===== config.mk =====
export PLATFORM = sky130hd
export DESIGN_NAME = rtts_ram
export DESIGN_NICKNAME = d
export VERILOG_FILES = /design/src/hw/rtl/rtts_ram.sv
export SDC_FILE = /design/constraint.sdc
export NUM_CORES = 2
export LEC_CHECK = 0
export ABC_CLOCK_PERIOD_IN_PS = 3060
export BUFFER_PORTS_ARGS = -buffer_cell sky130_fd_sc_hd__buf_2
export CORE_ASPECT_RATIO = 1.5
export CORE_MARGIN = 8
export CORE_UTILIZATION = 55
export DETAILED_ROUTE_END_ITERATION = 12
export PLACE_DENSITY = 0.71
export SLEW_MARGIN = 5
export SYNTH_ARGS = -nofsm -noshare
export SYNTH_HDL_FRONTEND = slang
export SYNTH_SLANG_ARGS = --single-unit

===== constraint.sdc =====
create_clock -name clk -period 3.06 [get_ports clk]
set_input_delay 0.306 -clock clk [delete_from_list [all_inputs] [get_ports clk]]
set_output_delay 0.306 -clock clk [all_outputs]
set_load 0.02 [all_outputs]

===== src/hw/rtl/rtts_ram.sv =====
module rtts_ram #(
  parameter int WIDTH = 8,
  parameter int DEPTH = 256
) (
  input  logic                     clk,
  input  logic                     we,
  input  logic [$clog2(DEPTH)-1:0] waddr,
  input  logic [WIDTH-1:0]         wdata,
  input  logic                     re,
  input  logic [$clog2(DEPTH)-1:0] raddr,
  output logic [WIDTH-1:0]         rdata
);

  logic [WIDTH-1:0] mem [DEPTH];

  always_ff @(posedge clk) begin
    if (we) begin
      mem[waddr] <= wdata;
    end
    if (re) begin
      rdata <= mem[raddr];
    end
  end

endmodule


==> results.py <==
metrics = {
    "floorplan": {
        "die_x_um": 327,
        "core_region_area_mm2": 0.144,
        "initial_core_util": 0.552,
        "dieArea_mm2": 0.157,
        "num_rows": 171,
        "die_y_um": 482,
        "io-pin-count": 35,
    },
    "timing": {
        "rsz0062_at_grt": "no",
        "slew_viol_final": 0,
        "timing.hold.ws_ns": 0.0329,
        "slew_headroom": 0.183,
        "fin_skew_ns": 0.0241,
        "worst_pin_slew_ns": 1.21,
        "setup_violations": 0,
        "period_share": 0.968,
        "min_period_ns": 2.96,
        "fmax_ghz": 0.338,
        "finalHoldViolCount": 0,
    },
    "yosys": {
        "ys_ff_latch": 2056,
        "synth-async-reset-ratio": 0,
        "synth_cells": 3733,
        "synth.avg_cell_area_um2": 21.3,
        "synth-edff-count": 2056,
        "yosysWarnings": 0,
        "synthFlopType": "edfxtp_1",
        "syn_nets": 3760,
        "synth-seq-area-share": 0.775,
        "synth_cell_types": 54,
        "synth_area_mm2": 0.0796,
    },
    "placed_design": {
        "io_buffers": 34,
        "dpl.hpwl_um": 127000,
        "gp_congestion": 0.869,
    },
    "layout": {
        "nFillCells": 9515,
        "drive_gt1_frac": 0.288,
        "area_growth_pct": 14.1,
        "multi_input_area_mm2": 0.0165,
        "post-route-util": 0.630,
        "ff_latch_area_mm2": 0.0617,
        "nets": 4255,
    },
    "power": {
        "seqPwrFrac": 0.563,
        "p_int_mw": 43.5,
        "power_density_mw_per_mm2": 607,
        "power_mw": 55.2,
        "power_frac_clock": 0.382,
        "power_leakage_nw": 29.0,
        "switchingPower_mw": 11.7,
        "swShare": 0.212,
        "power_frac_comb": 0.055,
        "vdd_drop_max_mv": 0.621,
    },
    "detailed_routing": {
        "vias": 40203,
        "ant_nets": 0,
        "drc": 0,
        "dr.pass1.iters": 6,
        "dr.first_iter.drc_count": 4582,
        "routed_via_density": 6.40,
        "wl_per_cell_um": 30.9,
        "routed_wl_um": 194000,
    },
    "critical_path": {
        "cp_max_fo": 1,
        "slowest_stage": "nor4_1",
        "slowest_delay_ns": 1.02,
        "required_ns": 3.57,
        "worstPathArrival_ns": 3.47,
        "crit_type": "reg -> reg",
        "path_cells": "mux4_2 -> a22oi_1 -> a21oi_1 -> nor4_1 -> nor4_2",
        "end_kind": "flop",
        "start_kind": "flop",
    },
    "clock_network": {
        "clk_pin_slew_worst_paths_ns": 0.07,
        "insertion_delay_ns": 0.81,
        "cts_tree": "built",
        "cts_inserted_buffers": 174,
        "htreeDepth": 4,
        "cts-root-buf": "clkbuf_16",
        "clockBufferDepth": 3,
        "clkSinkCount": 2056,
        "postCtsSetupBuffers": 0,
    },
    "grt": {
        "grt_pass1_vias": 40942,
        "grt_pass1_wl_um": 282000,
        "grt_max_degree": 114,
        "grt_overflow": 0,
        "grt_antenna_before_repair": 7,
        "grt_usage": 0.246,
    },
    "outcome": {
        "status": "finished, final reports clean",
    },
    "min_path": {
        "min_path_type": "in -> reg",
    },
    "flow_run": {
        "max_cap_violations": 0,
    },
}
-- metrics by stage --
stage,setup WS (ns),TNS (ns),std cells,cell area [µm²]
finish,0.0984,0,6282,90900
detailed placement,-0.569,-2.76,5951,85500
CTS,0.0499,0,6273,90800
global route,0.0282,0,6274,90800
floorplan,0.678,0,3733,79600
global placement,-0.792,-3.64,5949,85400
-- per-layer routing --
layer | vias to the layer above | GRT usage | share of wire
met5 | - | 0 | 0.00012
met4 | 4 | 0.113 | 0.050
met2 | 1898 | 0.435 | 0.53
li1 | 16678 | - | -
met1 | 21162 | 0.298 | 0.35
met3 | 461 | 0.0364 | 0.072
-- cell usage after synthesis (all sizes together), types with 2 or more instances --
cell | count | area (µm²)
a22oi | 133 | 998
or2 | 4 | 25.0
nand3b | 2 | 15.0
nor3 | 22 | 110
mux4 | 456 | 10300
a221oi | 14 | 129
a211oi | 16 | 120
a2111oi | 5 | 52.6
nor4 | 27 | 188
nor2 | 282 | 1060
a21oi | 96 | 480
nand4 | 10 | 62.6
o211ai | 10 | 75.1
nor2b | 31 | 194
mux2i | 134 | 1340
nand2b | 8 | 50.1
o221ai | 47 | 418
clkbuf | 111 | 417
buf | 122 | 1030
o32ai | 5 | 51.3
o22a | 5 | 43.8
nand3 | 34 | 170
and3b | 2 | 17.5
and2 | 6 | 37.5
edfxtp | 2056 | 61700
nand2 | 33 | 124
a22o | 8 | 70.1
a31oi | 2 | 12.5
o21ai | 12 | 60.1
o22ai | 28 | 175
a311oi | 2 | 17.5
-- critical path, delay by kind of cell, from the launching register on --
kind,cells,cell delay [ns]
multiplexers,1,0.45
AND/OR/NAND/NOR,2,1.11
flip-flops,1,0.37
AO/OA/AOI/OAI,2,0.73
-- flip-flops by register name (all words and copies together), names as in the netlist --
signal  count
mem      2048
rdata       8
-- path summary, 6_finish.rpt --
| path | endpoint | slack, ns | cells after the start | start |
|---|---|---|---|---|
| worst min-delay path | mem[227][1] | 0.03 | 1 | wdata[1] |
| worst max register to register | rdata[6] | 0.1 | 5 | mem[240][6] |
| worst min register to register | rdata[5] | 1.15 | 7 | mem[33][5] |
| worst max-delay path | rdata[6] | 0.1 | 5 | mem[240][6] |
-- cells by family (layout without fill, tap and decap cells) --
logic type             count (synthesis)  after routing  share of synthesized area
AOI/OAI and AO/OA                    385            385                     0.0342
DFF                                 2056           2056                      0.775
and+or+nand+nor                      466            466                     0.0263
buffers and inverters                235            872                     0.0183
muxes                                591            591                      0.146
other                                  0              9                          0
-- cells in the final DEF (no fill, tap or decap), drive strengths merged, types with 6 or more instances in the layout --
master     n
nor2     282
and2       6
mux2i    134
a21oi     96
diode      9
o211ai    10
a22oi    133
nor3      22
clkbuf   224
nand3     34
nand4     10
a22o       8
buf      540
edfxtp  2056
bufinv     8
nand2     33
nor4      27
nand2b     8
o21ai     12
nor2b     31
mux4     456
o22ai     28
a211oi    16
clkinv    80
o221ai    47
a221oi    14
inv       11
-- final cells by class --
cell class,count,area share
Tap cell,1903,0.0262
Inverter,2,0.0000826
Timing Repair Buffer,552,0.0537
Clock buffer,216,0.0501
Clock inverter,102,0.00859
Antenna cell,9,0.000248
Multi-Input combinational cell,1442,0.182
Sequential cell,2056,0.679
-- timing repair --
item	4_1_cts	5_1_grt
hold endpoints to repair	80	0
endpoints found under the setup margin	0	1
hold buffers	4	0
resized for setup	0	1
-- power groups by stage --
stage	clock network, mW	registers, mW	logic, mW
finish	21.1	31.1	3.02
global route	22.3	31.1	3.15
CTS	21.4	31.1	3.04
detailed placement	0	31.7	3.02
global placement	0	31.7	2.97
floorplan	0	31.7	1.51
Note: power is estimated with default switching activity, not from simulation.
