## config.mk

```make
export PLATFORM = sky130hd
export DESIGN_NAME = rtts_sat
export DESIGN_NICKNAME = d
export VERILOG_FILES = /design/src/hw/rtl/rtts_pkg.sv /design/src/hw/rtl/rtts_sat.sv
export SDC_FILE = /design/constraint.sdc
export NUM_CORES = 2
export LEC_CHECK = 0
export BUFFER_PORTS_ARGS = -buffer_cell sky130_fd_sc_hd__clkbuf_2
export CAP_MARGIN = 20
export CORE_MARGIN = 10
export CORE_UTILIZATION = 45
export CTS_CLUSTER_DIAMETER = 200
export DETAILED_ROUTE_END_ITERATION = 10
export SYNTH_ARGS = -nofsm -noshare
export SYNTH_HDL_FRONTEND = slang
export SYNTH_SLANG_ARGS = --single-unit
```

## constraint.sdc

```tcl
create_clock -name clk -period 9.15 [get_ports clk]
set_input_delay 0.915 -clock clk [delete_from_list [all_inputs] [get_ports clk]]
set_output_delay 0.915 -clock clk [all_outputs]
set_load 0.05 [all_outputs]
```

## src/hw/rtl/rtts_pkg.sv

```systemverilog
package rtts_pkg;

  localparam int TABLE_DEPTH = 256;

  localparam logic FUNC_PIXEL       = 1'b0;
  localparam logic FUNC_TABLE_WRITE = 1'b1;

  // luminance weights in Q0.16, they sum to exactly 1.0
  localparam logic [15:0] LUM_W_RED   = 16'd13933;
  localparam logic [15:0] LUM_W_GREEN = 16'd46871;
  localparam logic [15:0] LUM_W_BLUE  = 16'd4732;

  // saturation gain in Q2.8
  localparam logic [9:0] GAIN_RESET = 10'd256;
  localparam logic [9:0] GAIN_MAX   = 10'd768;

  typedef struct packed {
    logic       func;
    logic [7:0] red_in;
    logic [7:0] green_in;
    logic [7:0] blue_in;
    logic [7:0] table_index;
    logic [7:0] table_value;
  } pix_in_t;

  typedef struct packed {
    logic [7:0] red_out;
    logic [7:0] green_out;
    logic [7:0] blue_out;
  } pix_out_t;

  typedef struct packed {
    logic [7:0] r;
    logic [7:0] g;
    logic [7:0] b;
  } rgb_t;

endpackage

```

## src/hw/rtl/rtts_sat.sv

```systemverilog
module rtts_sat (
  input  logic              clk,
  input  logic              rst_n,
  input  logic [9:0]        gain,
  input  logic              up_valid,
  input  rtts_pkg::rgb_t    up_rgb,
  input  logic [23:0]       up_lum,
  output logic              up_ready,
  output logic              dn_valid,
  output rtts_pkg::pix_out_t dn_data,
  input  logic              dn_ready
);

  function automatic logic signed [35:0] scale_diff(logic [7:0] c, logic [23:0] lum,
                                                    logic [9:0] g);
    logic signed [24:0] diff;
    diff = $signed({1'b0, c, 16'd0}) - $signed({1'b0, lum});
    return 36'(diff) * 36'($signed({1'b0, g}));
  endfunction

  // Q.24 value rounded half away from zero, clamped to 0..255
  function automatic logic [7:0] round_clamp(logic [23:0] lum, logic signed [35:0] prod);
    logic signed [35:0] sum;
    logic [35:0]        rnd;
    logic [11:0]        whole;
    sum   = $signed({4'd0, lum, 8'd0}) + prod;
    rnd   = $unsigned(sum) + 36'(1 << 23);
    whole = rnd[35:24];
    if (sum[35]) begin
      return 8'd0;
    end else if (whole > 12'd255) begin
      return 8'd255;
    end
    return whole[7:0];
  endfunction

  logic               s3_valid_r;
  logic [23:0]        s3_lum_r;
  logic signed [35:0] s3_prod_r_r;
  logic signed [35:0] s3_prod_g_r;
  logic signed [35:0] s3_prod_b_r;
  logic               s4_valid_r;
  rtts_pkg::pix_out_t s4_data_r;
  rtts_pkg::pix_out_t s4_data_nxt;
  logic               s3_adv;
  logic               s4_adv;

  assign s4_adv   = !s4_valid_r || dn_ready;
  assign s3_adv   = !s3_valid_r || s4_adv;
  assign up_ready = s3_adv;

  always_ff @(posedge clk) begin
    if (!rst_n) begin
      s3_valid_r <= 1'b0;
      s4_valid_r <= 1'b0;
    end else begin
      if (s3_adv) begin
        s3_valid_r <= up_valid;
      end
      if (s4_adv) begin
        s4_valid_r <= s3_valid_r;
      end
    end
  end

  always_ff @(posedge clk) begin
    if (s3_adv && up_valid) begin
      s3_lum_r    <= up_lum;
      s3_prod_r_r <= scale_diff(up_rgb.r, up_lum, gain);
      s3_prod_g_r <= scale_diff(up_rgb.g, up_lum, gain);
      s3_prod_b_r <= scale_diff(up_rgb.b, up_lum, gain);
    end
  end

  always_comb begin
    s4_data_nxt.red_out   = round_clamp(s3_lum_r, s3_prod_r_r);
    s4_data_nxt.green_out = round_clamp(s3_lum_r, s3_prod_g_r);
    s4_data_nxt.blue_out  = round_clamp(s3_lum_r, s3_prod_b_r);
  end

  always_ff @(posedge clk) begin
    if (s4_adv && s3_valid_r) begin
      s4_data_r <= s4_data_nxt;
    end
  end

  assign dn_valid = s4_valid_r;
  assign dn_data  = s4_data_r;

endmodule

```

==> impl_metrics.yaml <==
synthesis:
  synthDistinctLibCells: 88
  synth_enable_flop_cells: 116
  synthesis.instances: 2681
  synth-seq-cells: 118
  yosysWarnings: 0
  synthesis.area_per_instance_um2: 9.44
  yosysSeqAreaShare: 0.139
  post_synth_instance_area_um2: 25300
  synth_flop_cell: "sky130_fd_sc_hd__edfxtp_1"
  synth_largest_type_area_fraction: 0.365
  synthArstFlopShare: 0
  syn_nets: 3426
  post-synth-top-area-cell: "sky130_fd_sc_hd__fa_1"
  netlist_top_cells_area: "sky130_fd_sc_hd__fa_1 (37%), sky130_fd_sc_hd__edfxtp_1 (14%), sky130_fd_sc_hd__ha_1 (11%)"
route:
  post_drt_via_cell_ratio: 5.22
  route.detailed.drc: 0
  post_drt_wl_per_cell_um: 19.4
  initial_drt_markers: 1040
  detailedRoute.firstPassIterationCount: 5
  routed-via-count: 18473
  drt.antenna.violating_nets: 0
  wire_length_reported_by_the_detailed_router_mm: 68.5
floorplan:
  fp-row-count: 86
  initial_utilization: 0.457
  boundaryPins: 88
  die_w_um: 257
  die_area_um2: 66100
  core_area_um2: 55400
  die_y_um: 257
sta:
  tns_ns: 0
  min_period_over_period: 0.929
  timing_max_transition_violations_final: 0
  setup_violations: 0
  max_clock_freq_mhz: 118
  post-route-min-period_ns: 8.50
  max_slew_margin: 0.263
  clock-skew-final_ns: 0.0118
  hold_violations: 0
  rsz0062_at_grt: "false"
  worstMarginPinSlew_ns: 1.10
status:
  result_of_the_run: "finished clean"
job:
  cap_viol_max_count: 0
worst_hold_path:
  hold-path-endpoint: "dn_valid"
  min-delay-path-class: "reg2reg"
  holdCritStartpoint: "s3_valid_r"
  min_delay_path_depth: 1
worst_setup_path:
  timing.critical_path.arrival_ns: 8.68
  critical_path.reg2reg.startpoint: "s3_lum_r[10]"
  critical_path_peak_fanout: 10
  path_class: "in2reg"
  critical_path_capture_point_type: "flop"
  rr_endpoint: "dn_data[5]"
  startpoint_type: "primary input"
  r2r_setup_slack_ns: 5.21
  worst-endpoint-required_ns: 9.33
  r2r_cell_count: 14
placement:
  post-dp-hpwl_mm: 58.1
  io_buffer_count: 87
  routability_driven_placement_congestion_ratio: 0.960
clocking:
  clock_sinks: 118
  post_cts.repair.setup_buffers: 0
  cts_buffers: 17
  holdBufCountCts: 0
  cts_buffer_depth: 2
  clk_latency_ns: 0.44
  htreeDepth: 4
  clk_pin_slew_worst_paths_ns: 0.06
  clock_tree.root_cell: "sky130_fd_sc_hd__clkbuf_16"
  post_cts.resized_instances: 0
  tritoncts: "built"
global_route:
  groute.usage.overall: 0.213
  remaining_global_route_overflow: 0
  grt_start_max_net_pins: 69
  grt_pass1_vias: 20126
  global_route_wire_length_before_repair_mm: 111
  antenna_found_initial: 0
final_layout:
  area.sequential_um2: 3520
  num-fill-cells: 5209
  final_layout_size_suffix_gt1_frac: 0.0767
  area_growth_synth_to_finish_pct: 8.26
  multi_input_comb_area_um2: 19200
  nets: 3522
==> worst max-delay path by stage <==
stage               startpoint               to  slack [ns]  cells past startpoint
floorplan            up_lum[0]  s3_prod_g_r[35]        1.25                     31
global placement     up_lum[3]  s3_prod_g_r[35]        0.32                     26
detailed placement   up_lum[3]  s3_prod_r_r[34]        0.23                     28
CTS                  up_lum[3]  s3_prod_g_r[30]        0.70                     26
global route         up_lum[3]  s3_prod_r_r[35]        0.18                     28
finish               up_lum[2]  s3_prod_g_r[30]        0.65                     26
==> cell usage after synthesis (all sizes together), types with 3 or more instances <==
cell type and n:
a21boi 5, nor3 41, ha 221, xor2 45, nand4 15, o211a 3
nand2b 8, nor4 9, nor2b 13, a211oi 15, nand3 26, o21bai 14
o221ai 3, nand4b 3, xnor2 106, and2 193, mux2i 4, o21ai 44
inv 614, a31o 4, a2111oi 8, a31oi 15, and3 14, o31a 5
or4 3, and4 7, edfxtp 116, o21a 17, nand2 310, clkbuf 54
o211ai 7, a21oi 94, nor3b 3, nor4b 3, buf 4, fa 462
a21o 49, or3 9, nor2 86
==> cell usage in the layout, fill, tap and decap left out, drive strengths merged, types with 5 or more instances in the layout <==
cell type,n
nand2,310
nor4,9
edfxtp,116
nand3,26
a211oi,15
o21bai,14
nand2b,8
and2,193
ha,221
clkinv,7
nor3,41
o211ai,7
inv,618
nand4,15
xnor2,106
and4,7
clkbuf,104
a21oi,94
a21boi,5
nor2b,13
nor2,86
o21ai,44
o31a,5
and3,14
xor2,45
a2111oi,8
a31oi,15
o21a,17
a21o,49
or3,9
buf,49
fa,462
==> flip-flops by register name, summed over array words and instances, names as in the netlist <==
register     cells
dn_data         24
s3_prod_r_r     28
dn_valid         1
s3_prod_b_r     20
s3_valid_r       1
s3_prod_g_r     20
s3_lum_r        24
==> area by class of cell <==
type                            instances  share of cell area
Clock buffer                           17              0.0155
Inverter                              614              0.0841
Tap cell                              748              0.0342
Timing Repair Buffer                  136              0.0304
Clock inverter                         15             0.00466
Antenna cell                            1           0.0000913
Sequential cell                       118               0.129
Multi-Input combinational cell       1890               0.703
==> through the flow <==
stage	hold WS, ns	instances	setup WS [ns]	cell area, µm²	util
after floorplan	0.477	2681	1.25	25300	-
after global placement	0.486	3503	0.319	26800	0.483
after detailed placement	0.523	3504	0.228	26800	0.484
after CTS	0.537	3536	0.704	27400	0.494
after global routing	0.563	3538	0.179	27400	0.494
final	0.533	3539	0.653	27400	0.494
==> worst max-delay path, stage by stage <==
cell                        delay [ns]
sky130_fd_sc_hd__clkbuf_2         0.13
sky130_fd_sc_hd__or4_1            0.70
sky130_fd_sc_hd__nor3_4           0.37
sky130_fd_sc_hd__nand2_1          0.19
sky130_fd_sc_hd__xnor2_1          0.89
sky130_fd_sc_hd__and2_1           0.27
sky130_fd_sc_hd__fa_1             0.42
sky130_fd_sc_hd__fa_1             0.51
sky130_fd_sc_hd__inv_1            0.05
sky130_fd_sc_hd__fa_1             0.53
sky130_fd_sc_hd__inv_1            0.05
sky130_fd_sc_hd__fa_1             0.47
sky130_fd_sc_hd__inv_1            0.05
sky130_fd_sc_hd__fa_1             0.47
sky130_fd_sc_hd__inv_1            0.04
sky130_fd_sc_hd__ha_1             0.31
sky130_fd_sc_hd__a21o_1           0.17
sky130_fd_sc_hd__a21o_1           0.22
sky130_fd_sc_hd__a2111oi_1        0.44
sky130_fd_sc_hd__buf_4            0.19
sky130_fd_sc_hd__a31oi_1          0.18
sky130_fd_sc_hd__or2_2            0.39
sky130_fd_sc_hd__a21oi_2          0.19
sky130_fd_sc_hd__o21ai_0          0.16
sky130_fd_sc_hd__o21ai_0          0.24
sky130_fd_sc_hd__a211oi_1         0.11
==> per-layer routing <==
metal | wire (µm) | vias up | track usage
li1 | - | 8547 | -
met1 | 30600 | 9310 | 0.281
met2 | 32100 | 509 | 0.354
met3 | 3650 | 107 | 0.0289
met4 | 2200 | 0 | 0.0754
met5 | 0 | - | 0
==> cell families (layout without fill, tap and decap cells) <==
kind of cell,Yosys count,count (layout),share of synthesized area
mux,4,4,0.00158
compound gates,300,300,0.0813
buf+inv,673,782,0.100
xor+xnor,151,151,0.0540
flops,118,118,0.139
simple gates,752,752,0.149
fa+ha+maj,683,683,0.475
other cells,0,1,0
Power is not shown: default switching activity piles up to over one toggle a cycle in this logic, so the estimate is an artifact.
