<file path="src/hw/rtl/rtts_pkg.sv">
package rtts_pkg;

  localparam int TABLE_DEPTH = 256;

  localparam logic FUNC_PIXEL       = 1'b0;
  localparam logic FUNC_TABLE_WRITE = 1'b1;

  // luminance weights in Q0.16, they sum to exactly 1.0
  localparam logic [15:0] LUM_W_RED   = 16'd13933;
  localparam logic [15:0] LUM_W_GREEN = 16'd46871;
  localparam logic [15:0] LUM_W_BLUE  = 16'd4732;

  // saturation gain in Q2.8
  localparam logic [9:0] GAIN_RESET = 10'd256;
  localparam logic [9:0] GAIN_MAX   = 10'd768;

  typedef struct packed {
    logic       func;
    logic [7:0] red_in;
    logic [7:0] green_in;
    logic [7:0] blue_in;
    logic [7:0] table_index;
    logic [7:0] table_value;
  } pix_in_t;

  typedef struct packed {
    logic [7:0] red_out;
    logic [7:0] green_out;
    logic [7:0] blue_out;
  } pix_out_t;

  typedef struct packed {
    logic [7:0] r;
    logic [7:0] g;
    logic [7:0] b;
  } rgb_t;

endpackage

</file>
<file path="src/hw/rtl/rtts_lum.sv">
module rtts_lum (
  input  logic          clk,
  input  logic          rst_n,
  input  logic          up_valid,
  input  rtts_pkg::rgb_t up_rgb,
  output logic          up_ready,
  output logic          dn_valid,
  output rtts_pkg::rgb_t dn_rgb,
  output logic [23:0]   dn_lum,
  input  logic          dn_ready
);

  logic           valid_r;
  rtts_pkg::rgb_t rgb_r;
  logic [23:0]    lum_r;
  logic [23:0]    lum_nxt;
  logic [23:0]    prod_r_c;
  logic [23:0]    prod_g_c;
  logic [23:0]    prod_b_c;
  logic           adv;

  assign adv = !valid_r || dn_ready;
  assign up_ready = adv;

  // weights sum to 1.0, so the Q8.16 luminance never exceeds 24 bits
  assign prod_r_c = {8'd0, rtts_pkg::LUM_W_RED} * {16'd0, up_rgb.r};
  assign prod_g_c = {8'd0, rtts_pkg::LUM_W_GREEN} * {16'd0, up_rgb.g};
  assign prod_b_c = {8'd0, rtts_pkg::LUM_W_BLUE} * {16'd0, up_rgb.b};
  assign lum_nxt  = prod_r_c + prod_g_c + prod_b_c;

  always_ff @(posedge clk) begin
    if (!rst_n) begin
      valid_r <= 1'b0;
    end else if (adv) begin
      valid_r <= up_valid;
    end
  end

  always_ff @(posedge clk) begin
    if (adv && up_valid) begin
      rgb_r <= up_rgb;
      lum_r <= lum_nxt;
    end
  end

  assign dn_valid = valid_r;
  assign dn_rgb   = rgb_r;
  assign dn_lum   = lum_r;

endmodule

</file>
<file path="config.mk">
export PLATFORM = sky130hd
export DESIGN_NAME = rtts_lum
export DESIGN_NICKNAME = d
export VERILOG_FILES = /design/src/hw/rtl/rtts_pkg.sv /design/src/hw/rtl/rtts_lum.sv
export SDC_FILE = /design/constraint.sdc
export NUM_CORES = 1
export LEC_CHECK = 0
export ABC_AREA = 1
export BUFFER_PORTS_ARGS = -buffer_cell sky130_fd_sc_hd__buf_2
export CAP_MARGIN = 5
export CORE_MARGIN = 2
export CORE_UTILIZATION = 24
export DETAILED_ROUTE_END_ITERATION = 8
export PLACE_DENSITY = 0.39
export SYNTH_ARGS = -nofsm -noshare
export SYNTH_HDL_FRONTEND = slang
export SYNTH_SLANG_ARGS = --single-unit
</file>
<file path="constraint.sdc">
create_clock -name clk -period 6.55 [get_ports clk]
set_clock_uncertainty 0.15 [all_clocks]
set_input_delay 0.655 -clock clk [delete_from_list [all_inputs] [get_ports clk]]
set_output_delay 0.655 -clock clk [all_outputs]
set_load 0.05 [all_outputs]
</file>
==> results of run 1 <==
synth_stat cells (all sizes together), types with 5 or more instances:
cell	n	area, sq um
nand3	36	205
nor3	6	35.0
inv	278	1040
edfxtp	48	1440
nor2	35	149
xor2	14	123
nand2	155	597
fa	138	2760
o21ai	8	40.0
xnor2	5	43.8
a21oi	30	154
ha	143	1790
critical path: stages:
cell     delay (ps)
buf_8           100
fa_1            570
inv_2            60
fa_1            490
fa_1            580
fa_2            470
ha_4            290
a21oi_4         140
o21ai_2          80
a21oi_2         150
xor2_2          200
fa_2            490
fa_1            520
fa_2            440
fa_1            500
inv_2            50
ha_4            270
nand2_4         110
inv_4            50
nand2_2          60
and2_4          160
nor2_4           40
nor2_2          110
nand2_1          60
nand2_1          60
nand2_1          50
cell families after synthesis:
kind of cell	Yosys count	share of synthesized area, %
xor gates and xnor gates	19	1.95
adders and majority gates	281	53.3
and+or+nand+nor	243	12.5
DFF	49	17.1
buffers and inverters	278	12.2
AOI/OAI and AO/OA	45	2.89
sequential cells by signal, summed over array words and instances, names as in the netlist:
signal and count:
dn_valid 1, dn_rgb 24, dn_lum 24
final cells by class:
cell class | count | area share (%)
timing repair buffer | 169 | 10.2
inverter | 278 | 9.37
multi-input combinational | 588 | 60.6
clock inverter | 3 | 0.578
tap | 461 | 5.12
sequential | 49 | 13.0
clock buffer | 5 | 1.11
routing by layer:
layer  vias up  routed length, um
met1      2981              10300
li1       3114                  -
met5         -                  0
met4         0                559
met3        16                385
met2        52              11900
metrics by stage:
step | util, % | area [sq um] | hold WS (ps) | std cells
5_1_grt | 31.9 | 11300 | 424 | 1553
2_1_floorplan | - | 8720 | 604 | 915
3_3_place_gp | 29.2 | 10300 | 386 | 1535
4_1_cts | 30.5 | 10800 | 412 | 1544
3_5_place_dp | 29.2 | 10300 | 407 | 1535
6_report | 31.9 | 11300 | 403 | 1553
path summary, 6_finish.rpt:
path / startpoint / end / slack [ps]
setup / recovery: up_rgb[7] / dn_lum[18]$_DFFE_PP_ / -270
hold reg to reg: dn_valid$_SDFFE_PN0N_ / dn_valid$_SDFFE_PN0N_ / 400
hold / removal: dn_valid$_SDFFE_PN0N_ / dn_valid$_SDFFE_PN0N_ / 400
setup reg to reg: dn_valid$_SDFFE_PN0N_ / dn_lum[21]$_DFFE_PP_ / 4950
what timing repair did:
item                       in CTS  in global routing
pin swaps                      47                 57
hold buffers                    0                  0
buffers inserted                1                  9
setup endpoints to repair      14                 15
gates resized for setup        61                110
==> results.toml, run 1 <==
[detailed_routing]
routed_wl_mm = 23.1
vias_per_cell = 3.97
dr_total_vias = 6163
ant_nets = 0
dr.pass1.iters = 4
wl_per_cell_um = 14.9
drt_iter0_drc = 232
drc = 0

[cts]
tritoncts = "done"
clk_pin_slew_ps = 60
cts_made_buffers = 5
root_buffer = "clkbuf_16"
htreeDepth = 2
cts_sinks = 49
cts_buffer_depth = 2
worstSkewPairLatency_ps = 320

[finish]
fin_nets = 1400
seq_area_sq_mm = 0.00146
antenna_cells = 0
final_common_cell = "inv_1"
multi_input_area_sq_mm = 0.00683
final_cell_mix = "inv_1 (255), fa_1 (134), ha_1 (122), nand2_1 (109), buf_4 (86)"
nFillCells = 3689
syn2layout_area_growth_pct = 32.0
drive_above_1_share_pct = 31.1

[placed_design]
place_congestion = 0.840
portBuffers = 77
preCtsSetupSlack_ps = -741
dp_hpwl_mm = 20.4

[timing]
period_minus_slack_ps = 6820
rsz0062_at_grt = "yes"
slew_headroom_pct = 53.0
finalSetupTns_ps = -2100
maxSlewViolCount = 0
fin_crit_sh_pct = 104
finalSetupViolations = 11
hold_viol = 0
worstMarginPinSlew_ps = 706
fin_ws_ps = -269
max_freq_mhz = 147

[critical_path]
cp.arrival_ps = 6750
r2r_cells = 2
required_ps = 6480
path_max_fanout = 4
endpoint_kind = "flip-flop"
start_kind = "primary input"
critPathKind = "primary input to flip-flop"

[status]
failed_checks = "setup timing"
status = "complete, but fails checks"

[synth]
synth_edf_count = 48
synthFlopType = "edfxtp_1"
yosysUniqueCellTypes = 28
netlist_instances = 915
yosysSeqAreaShare_pct = 17.1
syn_nets = 1224
async_reset_ff_share_pct = 0
synth-seq-cells = 49
avgSynthCellArea_sq_um = 9.33
yosys_warnings = 0
synth.cell_area_sq_mm = 0.00853

[grt]
antenna_found_initial = 0
grt_pass1_wl_mm = 37.3
track_usage_pct = 13.6
grtUsageMet3_pct = 1.38
globalRoute.totalOverflow = 0
grt_max_degree = 49
grt.met2_usage_pct = 24.4
grt.busiest_layer = "met2"
use_met1_pct = 16.8
grt_pass1_vias = 6804

[floorplan]
coreArea_sq_mm = 0.0353
ios = 78
dieHeight_um = 193
dieArea_sq_mm = 0.0371
fp-row-count = 69
die_w_um = 193
start_util_pct = 24.2

[flow_run]
drv_cap = 0

[worst_hold_path]
hold_class = "flip-flop to flip-flop"
holdPathStages = 2
Power of run 1 is not shown: default switching activity piles up to over one toggle a cycle in this logic, so the estimate is an artifact.
==> inputs of run 2 (changes only) <==
--- a/config.mk
+++ b/config.mk
@@ -9,9 +9,9 @@
 export BUFFER_PORTS_ARGS = -buffer_cell sky130_fd_sc_hd__buf_2
 export CAP_MARGIN = 5
 export CORE_MARGIN = 2
-export CORE_UTILIZATION = 24
+export CORE_UTILIZATION = 30
 export DETAILED_ROUTE_END_ITERATION = 8
-export PLACE_DENSITY = 0.39
+export PLACE_DENSITY = 0.47
 export SYNTH_ARGS = -nofsm -noshare
 export SYNTH_HDL_FRONTEND = slang
 export SYNTH_SLANG_ARGS = --single-unit
==> run 2 against run 1 <==
Effect of this change:
- the flow still finishes with violations (setup timing)
- clock-buffer cell count unchanged
- register-to-register slack improved by 20 ps
- final cell count decreased by 5.5%
- flip-flop and latch count unchanged
- non-clock buffer count decreased by 3
- hold slack got worse by 5.1 ps
- highest routed layer unchanged
==> results.toml, run 2 (synthesis results as in run 1) <==
[critical_path]
critPathKind = "primary input to flip-flop"
ff2ff_setup_slack_ps = 4970
cp.buffers_inverters = 6
endpoint_kind = "flip-flop"
start_kind = "primary input"
crit_path_top_delay_cell = "fa_1"
path_max_fanout = 4
max_stage_delay_ps = 570
crit_path_frequent_cell = "fa_1"
crit_family = "adder cells"
cp.arrival_ps = 6600
required_ps = 6470

[finish]
multi_input_area_sq_mm = 0.00657
nFillCells = 2839
fin_area_sq_mm = 0.0108
final_common_cell = "inv_1"
seq_area_sq_mm = 0.00146
fin_nets = 1397
final_cell_mix = "inv_1 (270), fa_1 (138), nand2_1 (126), ha_1 (126), buf_4 (89)"
syn2layout_area_growth_pct = 26.1
antenna_cells = 0
drive_above_1_share_pct = 26.2

[grt]
use_met1_pct = 20.3
grtUsageMet3_pct = 1.85
antenna_found_initial = 0
globalRoute.totalOverflow = 0
grt.met2_usage_pct = 27.2
grt_pass1_vias = 6921
grt_max_degree = 49
grt_pass1_wl_mm = 35.8
grt.busiest_layer = "met2"
track_usage_pct = 15.4

[timing]
finalSetupViolations = 10
rsz0062_at_grt = "yes"
max_freq_mhz = 150
slew_headroom_pct = 55.5
period_minus_slack_ps = 6680
fin_hold_ws_ps = 398
maxSlewViolCount = 0
fin_crit_sh_pct = 102
worstMarginPinSlew_ps = 667
fin_ws_ps = -130
hold_viol = 0

[cts]
tritoncts = "done"
worstSkewPairLatency_ps = 310
ctsHoldBuffers = 0
cts_buffer_depth = 2
cts_made_buffers = 5
clk_pin_slew_ps = 80
cts_sinks = 49
htreeDepth = 2
root_buffer = "clkbuf_16"

[floorplan]
dieArea_sq_mm = 0.0298
fp-row-count = 61
dieHeight_um = 173
ios = 78
coreArea_sq_mm = 0.0279
start_util_pct = 30.6
die_w_um = 173

[placed_design]
portBuffers = 77
postPlaceCellArea_sq_mm = 0.0102
place_congestion = 0.859
dp_hpwl_mm = 18.7

[detailed_routing]
dr_total_vias = 6160
vias_per_cell = 4.20
drc = 0
routed_wl_mm = 21.3
ant_nets = 0
wl_per_cell_um = 14.5
drt_iter0_drc = 221
dr.pass1.iters = 4

[status]
failed_checks = "setup timing"
status = "complete, but fails checks"

[flow_run]
drv_cap = 0

[worst_hold_path]
hold_class = "flip-flop to flip-flop"
==> run 2: cell count changes in the layout (fill, tap and decap cells not counted), sizes merged <==
cell,change
inv,+1
bufinv,-2
buf,-3
clkinvlp,+2
clkinv,-1
==> run 2: what timing repair did <==
item	4_1_cts	5_1_grt
setup endpoints to repair	15	15
hold endpoints to repair	0	0
buffers inserted	4	5
resized for setup	39	40
pin swaps	34	20
==> run 2: worst paths after layout <==
path                            to             startpoint  cells past startpoint
max           dn_lum[23]$_DFFE_PP_              up_rgb[5]                     28
min reg2reg  dn_valid$_SDFFE_PN0N_  dn_valid$_SDFFE_PN0N_                      2
min          dn_valid$_SDFFE_PN0N_  dn_valid$_SDFFE_PN0N_                      2
max reg2reg   dn_lum[21]$_DFFE_PP_  dn_valid$_SDFFE_PN0N_                      2
==> run 2: routing by layer <==
metal	vias to the layer above	wire length, um
li1	3109	-
met1	2953	9970
met2	84	10500
met3	14	494
met4	0	276
met5	-	0
==> run 2: area by class of cell <==
| cell class | count | area share (%) |
|---|---|---|
| clock buffer | 5 | 1.16 |
| clock inverter | 3 | 0.244 |
| multi-input combinational | 588 | 61.0 |
| inverter | 278 | 9.74 |
| sequential | 49 | 13.6 |
| timing repair buffer | 166 | 9.88 |
| tap | 378 | 4.39 |
==> run 2: tightest hold or removal path, cell delays in order (launching register included) <==
cell      delay, ps
dfxtp_1         350
nand2_1          80
a21boi_0         70
==> run 2: through the flow <==
step / utilization (%) / std cells / worst slack [ps] / TNS (ps)
2_1_floorplan: - / 915 / -228 / -1810
3_3_place_gp: 36.6 / 1450 / -599 / -7370
3_5_place_dp: 36.6 / 1450 / -652 / -8050
4_1_cts: 37.9 / 1462 / -104 / -796
5_1_grt: 38.6 / 1467 / -446 / -4110
6_report: 38.6 / 1467 / -130 / -903
Power of run 2 is left out for the same reason.
==> inputs of run 3 (changes only) <==
==> constraint.sdc (replaced) <==
create_clock -name clk -period 6.55 [get_ports clk]
set_clock_uncertainty 0.15 [all_clocks]
set_input_delay 0.3275 -clock clk [delete_from_list [all_inputs] [get_ports clk]]
set_output_delay 0.3275 -clock clk [all_outputs]
set_load 0.05 [all_outputs]
==> run 3 against run 2 <==
Effect of this change:
- the run now ends clean
- design area down 1.7%
- routed wire length down 0.49%
- first-iteration DRC count down 9.0%
- critical path depth down 1
- clock-buffer cell count up 1
- utilization down 0.65 points
- setup slack better by 200 ps
- non-clock buffer count down 13
- final cell count down 0.89%
- via count down 1.5%
- critical path type unchanged
- critical endpoint is now dn_lum[18]$_DFFE_PP_
==> results.toml, run 3 (synthesis results as in run 1) <==
[timing]
fin_ws_ps = 66.1
slew_headroom_pct = 54.0
finalSetupViolations = 0
period_minus_slack_ps = 6480
finalSetupTns_ps = 0
hold_viol = 0
worstMarginPinSlew_ps = 689
fin_crit_sh_pct = 99.0
max_freq_mhz = 154
rsz0062_at_grt = "yes"
maxSlewViolCount = 0

[grt]
track_usage_pct = 14.9
antenna_found_initial = 0
grt_max_degree = 49
grt_pass1_vias = 6603
globalRoute.totalOverflow = 0
grt_pass1_wl_mm = 34.9

[floorplan]
fp-row-count = 61
die_w_um = 173
ios = 78
start_util_pct = 30.6
dieHeight_um = 173
coreArea_sq_mm = 0.0279
dieArea_sq_mm = 0.0298

[worst_hold_path]
holdPathStages = 1
min-delay-start = "up_rgb[22]"
worstHoldEndpoint = "dn_rgb[22]$_DFFE_PP_"
hold_class = "primary input to flip-flop"

[detailed_routing]
drc = 0
dr.pass1.iters = 4
routed_wl_mm = 21.2
dr_total_vias = 6067
ant_nets = 0
drt_iter0_drc = 201
vias_per_cell = 4.17
wl_per_cell_um = 14.5

[status]
status = "complete, no violations"

[finish]
nFillCells = 2872
final_cell_mix = "inv_1 (266), fa_1 (135), nand2_1 (133), ha_1 (126)"
fin_nets = 1384
final_common_cell = "inv_1"
antenna_cells = 0
drive_above_1_share_pct = 24.7
syn2layout_area_growth_pct = 24.0

[cts]
ctsHoldBuffers = 0
root_buffer = "clkbuf_16"
worstSkewPairLatency_ps = 300
cts_sinks = 49
cts_buffer_depth = 2
htreeDepth = 2
tritoncts = "done"
clk_pin_slew_ps = 80
cts_made_buffers = 5

[placed_design]
portBuffers = 77
dp_hpwl_mm = 18.7
place_congestion = 0.860
preCtsSetupSlack_ps = -489

[critical_path]
path_max_fanout = 4
critPathKind = "primary input to flip-flop"
max_stage_delay_ps = 590
reg2reg_to = "dn_lum[21]$_DFFE_PP_"
crit_path_frequent_cell = "fa_1"
cp.buffers_inverters = 5
crit_family = "adder cells"
endpoint_kind = "flip-flop"
cp.arrival_ps = 6400
required_ps = 6460
start_kind = "primary input"
ff2ff_setup_slack_ps = 4960
crit_path_top_delay_cell = "fa_2"
startpoint = "up_rgb[6]"
r2r_start = "dn_valid$_SDFFE_PN0N_"
r2r_cells = 2

[flow_run]
drv_cap = 0
[run 3: layout make-up]
cell class	count	area (sq um)	share of cell area, %
clock buffer	6	129	1.22
clock inverter	2	10.0	0.0946
inverter	278	1050	9.88
multi-input combinational	588	6480	61.2
sequential	49	1460	13.8
tap	378	473	4.47
timing repair buffer	153	986	9.32
[run 3: what timing repair did]
action / 4_1_cts / 5_1_grt
resized for setup: 56 / 52
endpoints found under the setup margin: 10 / 14
pin swaps: 36 / 33
buffers inserted: 2 / 6
[run 3: worst register-to-register path: cells and delay by family, from the launching register on]
kind            cells  cell delay [ps]
flops               1              340
buf+inv             1              570
compound gates      1              140
[run 3: worst max path at each step]
stage,endpoint,depth (start not counted)
global placement,dn_lum[23]$_DFFE_PP_,27
floorplan,dn_lum[19]$_DFFE_PP_,23
detailed placement,dn_lum[19]$_DFFE_PP_,23
global route,dn_lum[18]$_DFFE_PP_,26
CTS,dn_lum[18]$_DFFE_PP_,27
finish,dn_lum[18]$_DFFE_PP_,27
[run 3: metrics by stage]
| step | util [%] | instances | hold slack [ps] | cell area, sq um |
|---|---|---|---|---|
| after detailed placement | 35.7 | 1438 | 391 | 9950 |
| after CTS | 37.0 | 1448 | 107 | 10300 |
| after global routing | 38.0 | 1454 | 110 | 10600 |
| final | 38.0 | 1454 | 118 | 10600 |
| after global placement | 35.7 | 1438 | 384 | 9950 |
| after floorplan | - | 915 | 276 | 8570 |
[run 3: routing by layer]
layer | vias up | track usage (%) | share of wire [%]
li1 | 3087 | - | -
met1 | 2912 | 19.5 | 46
met2 | 55 | 26.6 | 50
met3 | 13 | 1.61 | 2.3
met4 | 0 | 3.07 | 1.4
met5 | - | 0 | 0
Power of run 3 is left out for the same reason.
